File: config.mk
export PLATFORM = sky130hd
export DESIGN_NAME = positional_list_store
export DESIGN_NICKNAME = d
export VERILOG_FILES = /design/src/rtl/plst_pkg.sv /design/src/rtl/plst_ram.sv /design/src/rtl/plst_ctrl.sv /design/src/rtl/positional_list_store.sv
export SDC_FILE = /design/constraint.sdc
export NUM_CORES = 1
export LEC_CHECK = 0
export BUFFER_PORTS_ARGS = -buffer_cell sky130_fd_sc_hd__buf_2
export CORE_ASPECT_RATIO = 0.5
export CORE_MARGIN = 3
export CORE_UTILIZATION = 56
export CTS_CLUSTER_DIAMETER = 80
export DETAILED_ROUTE_END_ITERATION = 8
export PLACE_DENSITY = 0.81
export SETUP_SLACK_MARGIN = 0.2
export SLEW_MARGIN = 20
export SYNTH_ARGS = -nofsm -noshare
export SYNTH_HDL_FRONTEND = slang
export SYNTH_HIERARCHICAL = 1
export SYNTH_SLANG_ARGS = --single-unit
File: constraint.sdc
create_clock -name clk -period 4.5 [get_ports clk]
set_input_delay 0.675 -clock clk [delete_from_list [all_inputs] [get_ports clk]]
set_output_delay 0.675 -clock clk [all_outputs]
set_load 0.01 [all_outputs]
File: src/rtl/plst_pkg.sv
`default_nettype none
package plst_pkg;

    localparam int CAPACITY = 16;
    localparam int ADDR_W   = (CAPACITY > 1) ? $clog2(CAPACITY) : 1;
    localparam int LEN_W    = $clog2(CAPACITY + 1);

    localparam int ACTION_W = 2;
    localparam int POS_W    = 5;
    localparam int VALUE_W  = 32;
    localparam int STATUS_W = 2;
    localparam int COUNT_W  = 5;

    localparam int CMP_W = ((LEN_W > POS_W) ? LEN_W : POS_W) + 1;

    localparam int IN_W       = ACTION_W + POS_W + VALUE_W;
    localparam int IN_TDATA_W = ((IN_W + 7) / 8) * 8;
    localparam int IN_ACT_LSB = 0;
    localparam int IN_POS_LSB = ACTION_W;
    localparam int IN_VAL_LSB = ACTION_W + POS_W;

    localparam int OUT_W        = STATUS_W + VALUE_W + COUNT_W;
    localparam int OUT_TDATA_W  = ((OUT_W + 7) / 8) * 8;
    localparam int OUT_PAD_W    = OUT_TDATA_W - OUT_W;

    localparam logic [ACTION_W-1:0] ACT_INSERT = 2'd0;
    localparam logic [ACTION_W-1:0] ACT_DELETE = 2'd1;
    localparam logic [ACTION_W-1:0] ACT_READ   = 2'd2;

    localparam logic [STATUS_W-1:0] ST_OK    = 2'd0;
    localparam logic [STATUS_W-1:0] ST_RANGE = 2'd1;
    localparam logic [STATUS_W-1:0] ST_FULL  = 2'd2;

    typedef struct packed {
        logic                we;
        logic [ADDR_W-1:0]   waddr;
        logic [VALUE_W-1:0]  wdata;
        logic                re;
        logic [ADDR_W-1:0]   raddr;
    } mem_req_t;

    typedef struct packed {
        logic [STATUS_W-1:0] status;
        logic [VALUE_W-1:0]  read_value;
        logic [COUNT_W-1:0]  count;
    } result_t;

endpackage
`default_nettype wire

File: src/rtl/plst_ram.sv
`default_nettype none
module plst_ram #(
    parameter int WIDTH = 32,
    parameter int DEPTH = 16
) (
    input  wire logic                                     clk,
    input  wire logic                                     we,
    input  wire logic [((DEPTH > 1) ? $clog2(DEPTH) : 1)-1:0] waddr,
    input  wire logic [WIDTH-1:0]                         wdata,
    input  wire logic                                     re,
    input  wire logic [((DEPTH > 1) ? $clog2(DEPTH) : 1)-1:0] raddr,
    output logic      [WIDTH-1:0]                         rdata
);

    logic [WIDTH-1:0] mem [DEPTH];
    logic [WIDTH-1:0] rdata_reg;

    always_ff @(posedge clk)
    begin
        if (we)
        begin
            mem[waddr] <= wdata;
        end
        if (re)
        begin
            rdata_reg <= mem[raddr];
        end
    end

    assign rdata = rdata_reg;

endmodule
`default_nettype wire

File: src/rtl/plst_ctrl.sv
`default_nettype none
module plst_ctrl (
    input  wire logic                            clk,
    input  wire logic                            rst_n,
    input  wire logic                            in_valid,
    output logic                                 in_ready,
    input  wire logic [plst_pkg::ACTION_W-1:0]   action,
    input  wire logic [plst_pkg::POS_W-1:0]      position,
    input  wire logic [plst_pkg::VALUE_W-1:0]    value,
    output logic                                 res_valid,
    input  wire logic                            res_ready,
    output plst_pkg::result_t                    res,
    output plst_pkg::mem_req_t                   mem_req,
    input  wire logic [plst_pkg::VALUE_W-1:0]    rdata
);
    import plst_pkg::*;

    typedef enum logic [1:0] {
        S_IDLE,
        S_MOVE,
        S_FIN
    } state_t;

    state_t              state_reg, state_next;
    logic [LEN_W-1:0]    len_reg, len_next;
    logic [LEN_W-1:0]    cnt_reg, cnt_next;
    logic [ADDR_W-1:0]   rd_ptr_reg, rd_ptr_next;
    logic [ADDR_W-1:0]   wr_ptr_reg, wr_ptr_next;
    logic                up_reg, up_next;
    logic                first_reg, first_next;
    logic                pend_reg, pend_next;
    logic                fin_we_reg, fin_we_next;
    logic [ADDR_W-1:0]   fin_addr_reg, fin_addr_next;
    logic [VALUE_W-1:0]  fin_data_reg, fin_data_next;
    logic [LEN_W-1:0]    len_fin_reg, len_fin_next;
    logic [STATUS_W-1:0] status_reg, status_next;
    logic [VALUE_W-1:0]  rval_reg, rval_next;

    logic [CMP_W-1:0]    pos_ext;
    logic [CMP_W-1:0]    len_ext;
    logic [CMP_W-1:0]    idx_ext;
    logic [CMP_W-1:0]    span_ext;
    logic [ADDR_W-1:0]   idx;
    logic [ADDR_W-1:0]   len_addr;
    logic                pos_ok_ins;
    logic                pos_ok_acc;
    logic                full;

    assign pos_ext    = CMP_W'(position);
    assign len_ext    = CMP_W'(len_reg);
    assign idx_ext    = pos_ext - CMP_W'(1);
    assign span_ext   = len_ext - idx_ext;
    assign idx        = idx_ext[ADDR_W-1:0];
    assign len_addr   = len_ext[ADDR_W-1:0];
    assign pos_ok_ins = (pos_ext != '0) && (pos_ext <= len_ext + CMP_W'(1));
    assign pos_ok_acc = (pos_ext != '0) && (pos_ext <= len_ext);
    assign full       = (len_ext >= CMP_W'(CAPACITY));

    assign in_ready  = (state_reg == S_IDLE);
    assign res_valid = (state_reg == S_FIN);
    assign res.status     = status_reg;
    assign res.read_value = rval_reg;
    assign res.count      = COUNT_W'(CMP_W'(len_fin_reg));

    always_comb
    begin
        state_next    = state_reg;
        len_next      = len_reg;
        cnt_next      = cnt_reg;
        rd_ptr_next   = rd_ptr_reg;
        wr_ptr_next   = wr_ptr_reg;
        up_next       = up_reg;
        first_next    = first_reg;
        pend_next     = 1'b0;
        fin_we_next   = fin_we_reg;
        fin_addr_next = fin_addr_reg;
        fin_data_next = fin_data_reg;
        len_fin_next  = len_fin_reg;
        status_next   = status_reg;
        rval_next     = rval_reg;
        mem_req.we    = 1'b0;
        mem_req.waddr = wr_ptr_reg;
        mem_req.wdata = rdata;
        mem_req.re    = 1'b0;
        mem_req.raddr = rd_ptr_reg;

        unique case (state_reg)
            S_IDLE:
            begin
                if (in_valid)
                begin
                    first_next   = 1'b0;
                    fin_we_next  = 1'b0;
                    len_fin_next = len_reg;
                    rval_next    = '0;
                    status_next  = ST_RANGE;
                    state_next   = S_FIN;
                    priority if (action == ACT_INSERT && pos_ok_ins && !full)
                    begin
                        status_next   = ST_OK;
                        cnt_next      = LEN_W'(span_ext);
                        rd_ptr_next   = len_addr - ADDR_W'(1);
                        wr_ptr_next   = len_addr;
                        up_next       = 1'b0;
                        fin_we_next   = 1'b1;
                        fin_addr_next = idx;
                        fin_data_next = value;
                        len_fin_next  = len_reg + LEN_W'(1);
                        state_next    = S_MOVE;
                    end
                    else if (action == ACT_INSERT && pos_ok_ins)
                    begin
                        status_next = ST_FULL;
                    end
                    else if (action == ACT_DELETE && pos_ok_acc)
                    begin
                        status_next   = ST_OK;
                        cnt_next      = LEN_W'(span_ext);
                        rd_ptr_next   = idx;
                        wr_ptr_next   = idx - ADDR_W'(1);
                        up_next       = 1'b1;
                        first_next    = 1'b1;
                        fin_we_next   = 1'b1;
                        fin_addr_next = len_addr - ADDR_W'(1);
                        fin_data_next = '0;
                        len_fin_next  = len_reg - LEN_W'(1);
                        state_next    = S_MOVE;
                    end
                    else if (action == ACT_READ && pos_ok_acc)
                    begin
                        status_next = ST_OK;
                        cnt_next    = LEN_W'(1);
                        rd_ptr_next = idx;
                        up_next     = 1'b1;
                        first_next  = 1'b1;
                        state_next  = S_MOVE;
                    end
                    else
                    begin
                        status_next = ST_RANGE;
                    end
                end
            end
            S_MOVE:
            begin
                if (pend_reg)
                begin
                    if (first_reg)
                    begin
                        rval_next  = rdata;
                        first_next = 1'b0;
                    end
                    else
                    begin
                        mem_req.we = 1'b1;
                    end
                    wr_ptr_next = up_reg ? wr_ptr_reg + ADDR_W'(1)
                                         : wr_ptr_reg - ADDR_W'(1);
                end
                if (cnt_reg != '0)
                begin
                    mem_req.re  = 1'b1;
                    pend_next   = 1'b1;
                    cnt_next    = cnt_reg - LEN_W'(1);
                    rd_ptr_next = up_reg ? rd_ptr_reg + ADDR_W'(1)
                                         : rd_ptr_reg - ADDR_W'(1);
                end
                else if (!pend_reg)
                begin
                    state_next = S_FIN;
                end
            end
            S_FIN:
            begin
                if (res_ready)
                begin
                    mem_req.we    = fin_we_reg;
                    mem_req.waddr = fin_addr_reg;
                    mem_req.wdata = fin_data_reg;
                    len_next      = len_fin_reg;
                    state_next    = S_IDLE;
                end
            end
            default:
            begin
                state_next = S_IDLE;
            end
        endcase
    end

    always_ff @(posedge clk or negedge rst_n)
    begin
        if (!rst_n)
        begin
            state_reg    <= S_IDLE;
            len_reg      <= '0;
            cnt_reg      <= '0;
            pend_reg     <= 1'b0;
            first_reg    <= 1'b0;
            fin_we_reg   <= 1'b0;
            rd_ptr_reg   <= '0;
            wr_ptr_reg   <= '0;
            up_reg       <= 1'b0;
            fin_addr_reg <= '0;
            fin_data_reg <= '0;
            len_fin_reg  <= '0;
            status_reg   <= ST_OK;
            rval_reg     <= '0;
        end
        else
        begin
            state_reg    <= state_next;
            len_reg      <= len_next;
            cnt_reg      <= cnt_next;
            pend_reg     <= pend_next;
            first_reg    <= first_next;
            fin_we_reg   <= fin_we_next;
            rd_ptr_reg   <= rd_ptr_next;
            wr_ptr_reg   <= wr_ptr_next;
            up_reg       <= up_next;
            fin_addr_reg <= fin_addr_next;
            fin_data_reg <= fin_data_next;
            len_fin_reg  <= len_fin_next;
            status_reg   <= status_next;
            rval_reg     <= rval_next;
        end
    end

`ifndef NO_ASSERTIONS
    a_len_cap: assert property (@(posedge clk) disable iff (!rst_n)
        CMP_W'(len_reg) <= CMP_W'(CAPACITY))
        else $error("list length above capacity");

    a_pend_move: assert property (@(posedge clk) disable iff (!rst_n)
        pend_reg |-> state_reg == S_MOVE)
        else $error("read outstanding outside shift");

    a_accept_busy: assert property (@(posedge clk) disable iff (!rst_n)
        in_valid && in_ready |=> state_reg != S_IDLE)
        else $error("transaction accepted without leaving idle");

    a_fail_zero: assert property (@(posedge clk) disable iff (!rst_n)
        res_valid && status_reg != ST_OK |-> rval_reg == '0)
        else $error("failed transaction returns nonzero value");
`endif

endmodule
`default_nettype wire

File: src/rtl/positional_list_store.sv
// Positional list store: an ordered list of signed 32-bit values held in a
// single-port-write, single-port-read RAM of plst_pkg::CAPACITY entries.
// Slave stream (s_axis_*) carries one operation per transaction: insert,
// delete or read at a 1-based position. Master stream (m_axis_*) returns
// exactly one result per operation: status, read value and list length.
// An operation that moves n entries (n = length - position + 1 for insert
// and delete, n = 1 for read) passes through the controller's move state
// and result state; the result enters the output register, which drives
// m_axis_tvalid, as the controller returns to idle and raises s_axis_tready.
// An insert at the end of the list moves no entry, and a rejected operation
// skips the move state. The RAM moves one entry per cycle, so a worst-case
// delete from a full store moves CAPACITY entries.
// One operation is in progress at a time; the next one is accepted once the
// result leaves the controller, even while the result register still waits.
// When the receiver stalls, the result is held in the output register and a
// finished operation waits for it to drain before committing.
// Reset clears the length to zero; the list then reads as empty and no RAM
// entry is visible until written.
`default_nettype none
module positional_list_store (
    input  wire logic                               clk,
    input  wire logic                               rst_n,
    input  wire logic                               s_axis_tvalid,
    output logic                                    s_axis_tready,
    // action[1:0], position[6:2], value[38:7], zero pad
    input  wire logic [plst_pkg::IN_TDATA_W-1:0]    s_axis_tdata,
    output logic                                    m_axis_tvalid,
    input  wire logic                               m_axis_tready,
    // status[1:0], read_value[33:2], count[38:34], zero pad
    output logic      [plst_pkg::OUT_TDATA_W-1:0]   m_axis_tdata
);
    import plst_pkg::*;

    logic                res_valid;
    logic                res_ready;
    result_t             res;
    mem_req_t            mem_req;
    logic [VALUE_W-1:0]  rdata;

    logic                out_valid_reg;
    result_t             out_data_reg;

    plst_ctrl u_ctrl (
        .clk       (clk),
        .rst_n     (rst_n),
        .in_valid  (s_axis_tvalid),
        .in_ready  (s_axis_tready),
        .action    (s_axis_tdata[IN_ACT_LSB +: ACTION_W]),
        .position  (s_axis_tdata[IN_POS_LSB +: POS_W]),
        .value     (s_axis_tdata[IN_VAL_LSB +: VALUE_W]),
        .res_valid (res_valid),
        .res_ready (res_ready),
        .res       (res),
        .mem_req   (mem_req),
        .rdata     (rdata)
    );

    plst_ram #(
        .WIDTH (VALUE_W),
        .DEPTH (CAPACITY)
    ) u_ram (
        .clk   (clk),
        .we    (mem_req.we),
        .waddr (mem_req.waddr),
        .wdata (mem_req.wdata),
        .re    (mem_req.re),
        .raddr (mem_req.raddr),
        .rdata (rdata)
    );

    assign res_ready = !out_valid_reg || m_axis_tready;

    always_ff @(posedge clk or negedge rst_n)
    begin
        if (!rst_n)
        begin
            out_valid_reg <= 1'b0;
        end
        else if (res_ready)
        begin
            out_valid_reg <= res_valid;
        end
    end

    always_ff @(posedge clk)
    begin
        if (res_ready && res_valid)
        begin
            out_data_reg <= res;
        end
    end

    assign m_axis_tvalid = out_valid_reg;
    assign m_axis_tdata  = {{OUT_PAD_W{1'b0}}, out_data_reg.count,
                            out_data_reg.read_value, out_data_reg.status};

endmodule
`default_nettype wire
==> results.md <==
- Post-CTS Setup Bufs: 0
- Cell variety after synth: 66
- Layout Nets: 1607
- Clock Latency Late Sink: 620 ps
- Slowest stage delay, CP: 650 ps
- Critical Path RT: 5040 ps
- Synth Register Bits: 683
- Prevailing post-synth register cell: edfxtp_1
- DRT antenna net count: 0
- RSZ-0062 raised after global routing: no
- Hold Buf Count CTS: 0
- Placed cell areas: 28300 sq um
- Clock Root Buffer: clkbuf_16
- DR iter-0 viols: 1691
- Layout cells sized above 1: 0.262
- Slowest CP cell: o21bai_4
- WL per Instance: 29.4 microns
- Worst Max-Slew Pin Slew: 820 ps
- Max reg flops: 512
- Top post-synthesis cells by area: edfxtp_1 65%, mux4_2 11%, dfrtp_1 9.3%
- Synthesized netlist cell count: 1432
- Final hold vios: 0
- Longest Clk Path Bufs: 3
- Fmax: 277 MHz
- Gate power share: 0.288
- Initial antenna violation count: 0
- Syn_area_per_cell: 18.8 sq um
- Fin cells: 2217
- Commonest non-fill, non-tap cells in the layout: 583 x edfxtp_1, 134 x nand2_1, 128 x mux4_2
- Yosys top cell area share: 0.650
- CP endpoint kind: flop
- Post-synth EDFFs: 583
- Worst Hold Slack: 88.6 ps
- Syn Std Cell Area: 26900 sq um
- Largest net degree at the start of global routing: 129
- CP Data Arrival Time: 4150 ps
- CTS tree: yes
- VDD IR max: 0.000415 V
- Reg power frac: 0.458
- Setup TNS: 0 ps
- Setup Viol. Count Final: 0
- Crit-path cells: inv_1, ha_1, inv_1, ha_1, nor2b_1, o21bai_1, a21oi_2, nor2_4, o21bai_4, buf_12, a22o_1
- Crit-path max FO: 22
- Placed cell count: 2112
- Core area: 47200 sq um
- Leakage power: 10.5 nW
- Post-route cell area: 30100 sq um
- Die width: 316 microns
- Crit start category: flop
- Async S/R FF share, synth: 0.146
- Most common cell after layout, fill and taps aside: edfxtp_1
- Sw Pwr: 6.12 mW
- First-pass GRT wire length: 97600 microns
- GP Congestion: 0.861
- Net Sw Frac: 0.317
- Pwr Density: 642 nW/um^2
- Max-slew violations: 0
- DR vias/cell: 6.53
- Via Count: 14477
- Crit Path Class: reg -> reg
- Resize count post-CTS: 0
- Die Ht: 161 microns
- Fillers: 2985
- TritonCTS buffer count: 56
- First drt pass iteration count: 7
- Gr usage total: 0.261
- Warnings, synthesis: 6
- Vias in the first global route: 15127
- Clock power share: 0.254
- Max Cap Viol: 0
- DRT Wirelength: 65200 microns
- # port buffers: 83
- Die area: 50900 sq um
- Starting Density: 0.571
- Ant. Diodes: 0
- Post-DP HPWL: 32500 microns
- H-tree depth: 2
- Outcome: completed
- HP Class: in -> async
- Minimum clock period: 3610 ps
- Pint: 13.2 mW
- Reg with most FFs: u_ram/mem
- Clock slew at reported path FFs: 80 ps
- Max_slew headroom: 0.453
- Final worst-path cycle share: 0.803
- Io pins: 86
- Synth-to-Final Area Change: 11.8%
- DR DRC count: 0
- Clock skew: 39.7 ps
- Syn_nets: 1506
- Remaining global-route overflow: 0
- Sinks on Clock Net: 683
- Area leader, netlist: edfxtp_1
- Row count: 56
- Sequential share of the synthesized area: 0.743
==> final cells by class <==
class | count | area [sq um] | share of cell area
repair buffers | 117 | 739 | 0.0246
well taps | 638 | 798 | 0.0265
multi-input cells | 653 | 6650 | 0.221
clock inverters | 30 | 328 | 0.0109
flip-flops and latches | 683 | 20000 | 0.665
inverters | 22 | 82.6 | 0.00274
clock buffers | 74 | 1490 | 0.0495
==> logic make-up (layout without fill, tap and decap cells) <==
group	count (synthesis)	in the layout	share of synthesized area
other cells	1	1	0.000139
xor+xnor	23	23	0.00748
buf+inv	96	243	0.0170
fa+ha+maj	30	30	0.0148
simple gates	243	243	0.0411
mux	179	179	0.128
compound gates	177	177	0.0487
flops	683	683	0.743
==> worst max-delay path, delay by kind of cell (launching register included) <==
kind	cells	cell delay, ps
and+or+nand+nor	2	370
buffers and inverters	3	530
adders and majority gates	2	680
AOI/OAI and AO/OA	4	1380
DFF	1	560
==> layer usage <==
metal | up-vias | global-route usage | wire length (microns)
met3 | 179 | 0.0489 | 6890
met5 | - | 0 | 0
met1 | 7416 | 0.354 | 23700
met2 | 975 | 0.431 | 32300
li1 | 5907 | - | -
met4 | 0 | 0.0943 | 2390
==> synth_stat cells, drive strengths merged (4+ instances only) <==
| cell type | n |
|---|---|
| a21o | 8 |
| a21oi | 14 |
| a22o | 33 |
| a22oi | 65 |
| buf | 44 |
| clkbuf | 30 |
| dfrtp | 100 |
| edfxtp | 583 |
| ha | 27 |
| inv | 21 |
| mux2 | 45 |
| mux2i | 6 |
| mux4 | 128 |
| nand2 | 135 |
| nand2b | 7 |
| nand3 | 38 |
| nor2 | 31 |
| nor2b | 5 |
| nor3 | 12 |
| o21ai | 27 |
| o31ai | 4 |
| xnor2 | 20 |
==> power groups by stage <==
| stage | logic, mW | registers (mW) | clock network [mW] |
|---|---|---|---|
| floorplan | 3.88 | 8.84 | 0 |
| global placement | 5.13 | 8.92 | 0 |
| detailed placement | 5.42 | 8.96 | 0 |
| CTS | 5.55 | 8.85 | 4.95 |
| global route | 6.01 | 8.92 | 5.18 |
| finish | 5.57 | 8.85 | 4.91 |
==> per-stage QoR <==
stage          setup slack (ps)  utilization  power (mW)
2_1_floorplan               509            -        12.7
3_3_place_gp               1030        0.599        14.1
3_5_place_dp                982        0.599        14.4
4_1_cts                     910        0.638        19.4
5_1_grt                     658        0.638        20.1
6_report                    885        0.638        19.3
==> worst paths after layout <==
kind                                      from                      end  slack [ps]  cells after the start
min reg2reg                u_ctrl/rval_reg[10]         m_axis_tdata[12]         450                      0
min                                      rst_n  u_ctrl/fin_data_reg[20]          90                      1
max reg2reg                  u_ctrl/len_reg[1]  u_ctrl/fin_data_reg[13]         890                     11
min in group clk              s_axis_tdata[33]  u_ctrl/fin_data_reg[26]         270                      2
max                          u_ctrl/len_reg[1]  u_ctrl/fin_data_reg[13]         890                     11
max in group asynchronous                rst_n    u_ctrl/len_fin_reg[0]        3450                      2
(Power assumes the default switching activity.)
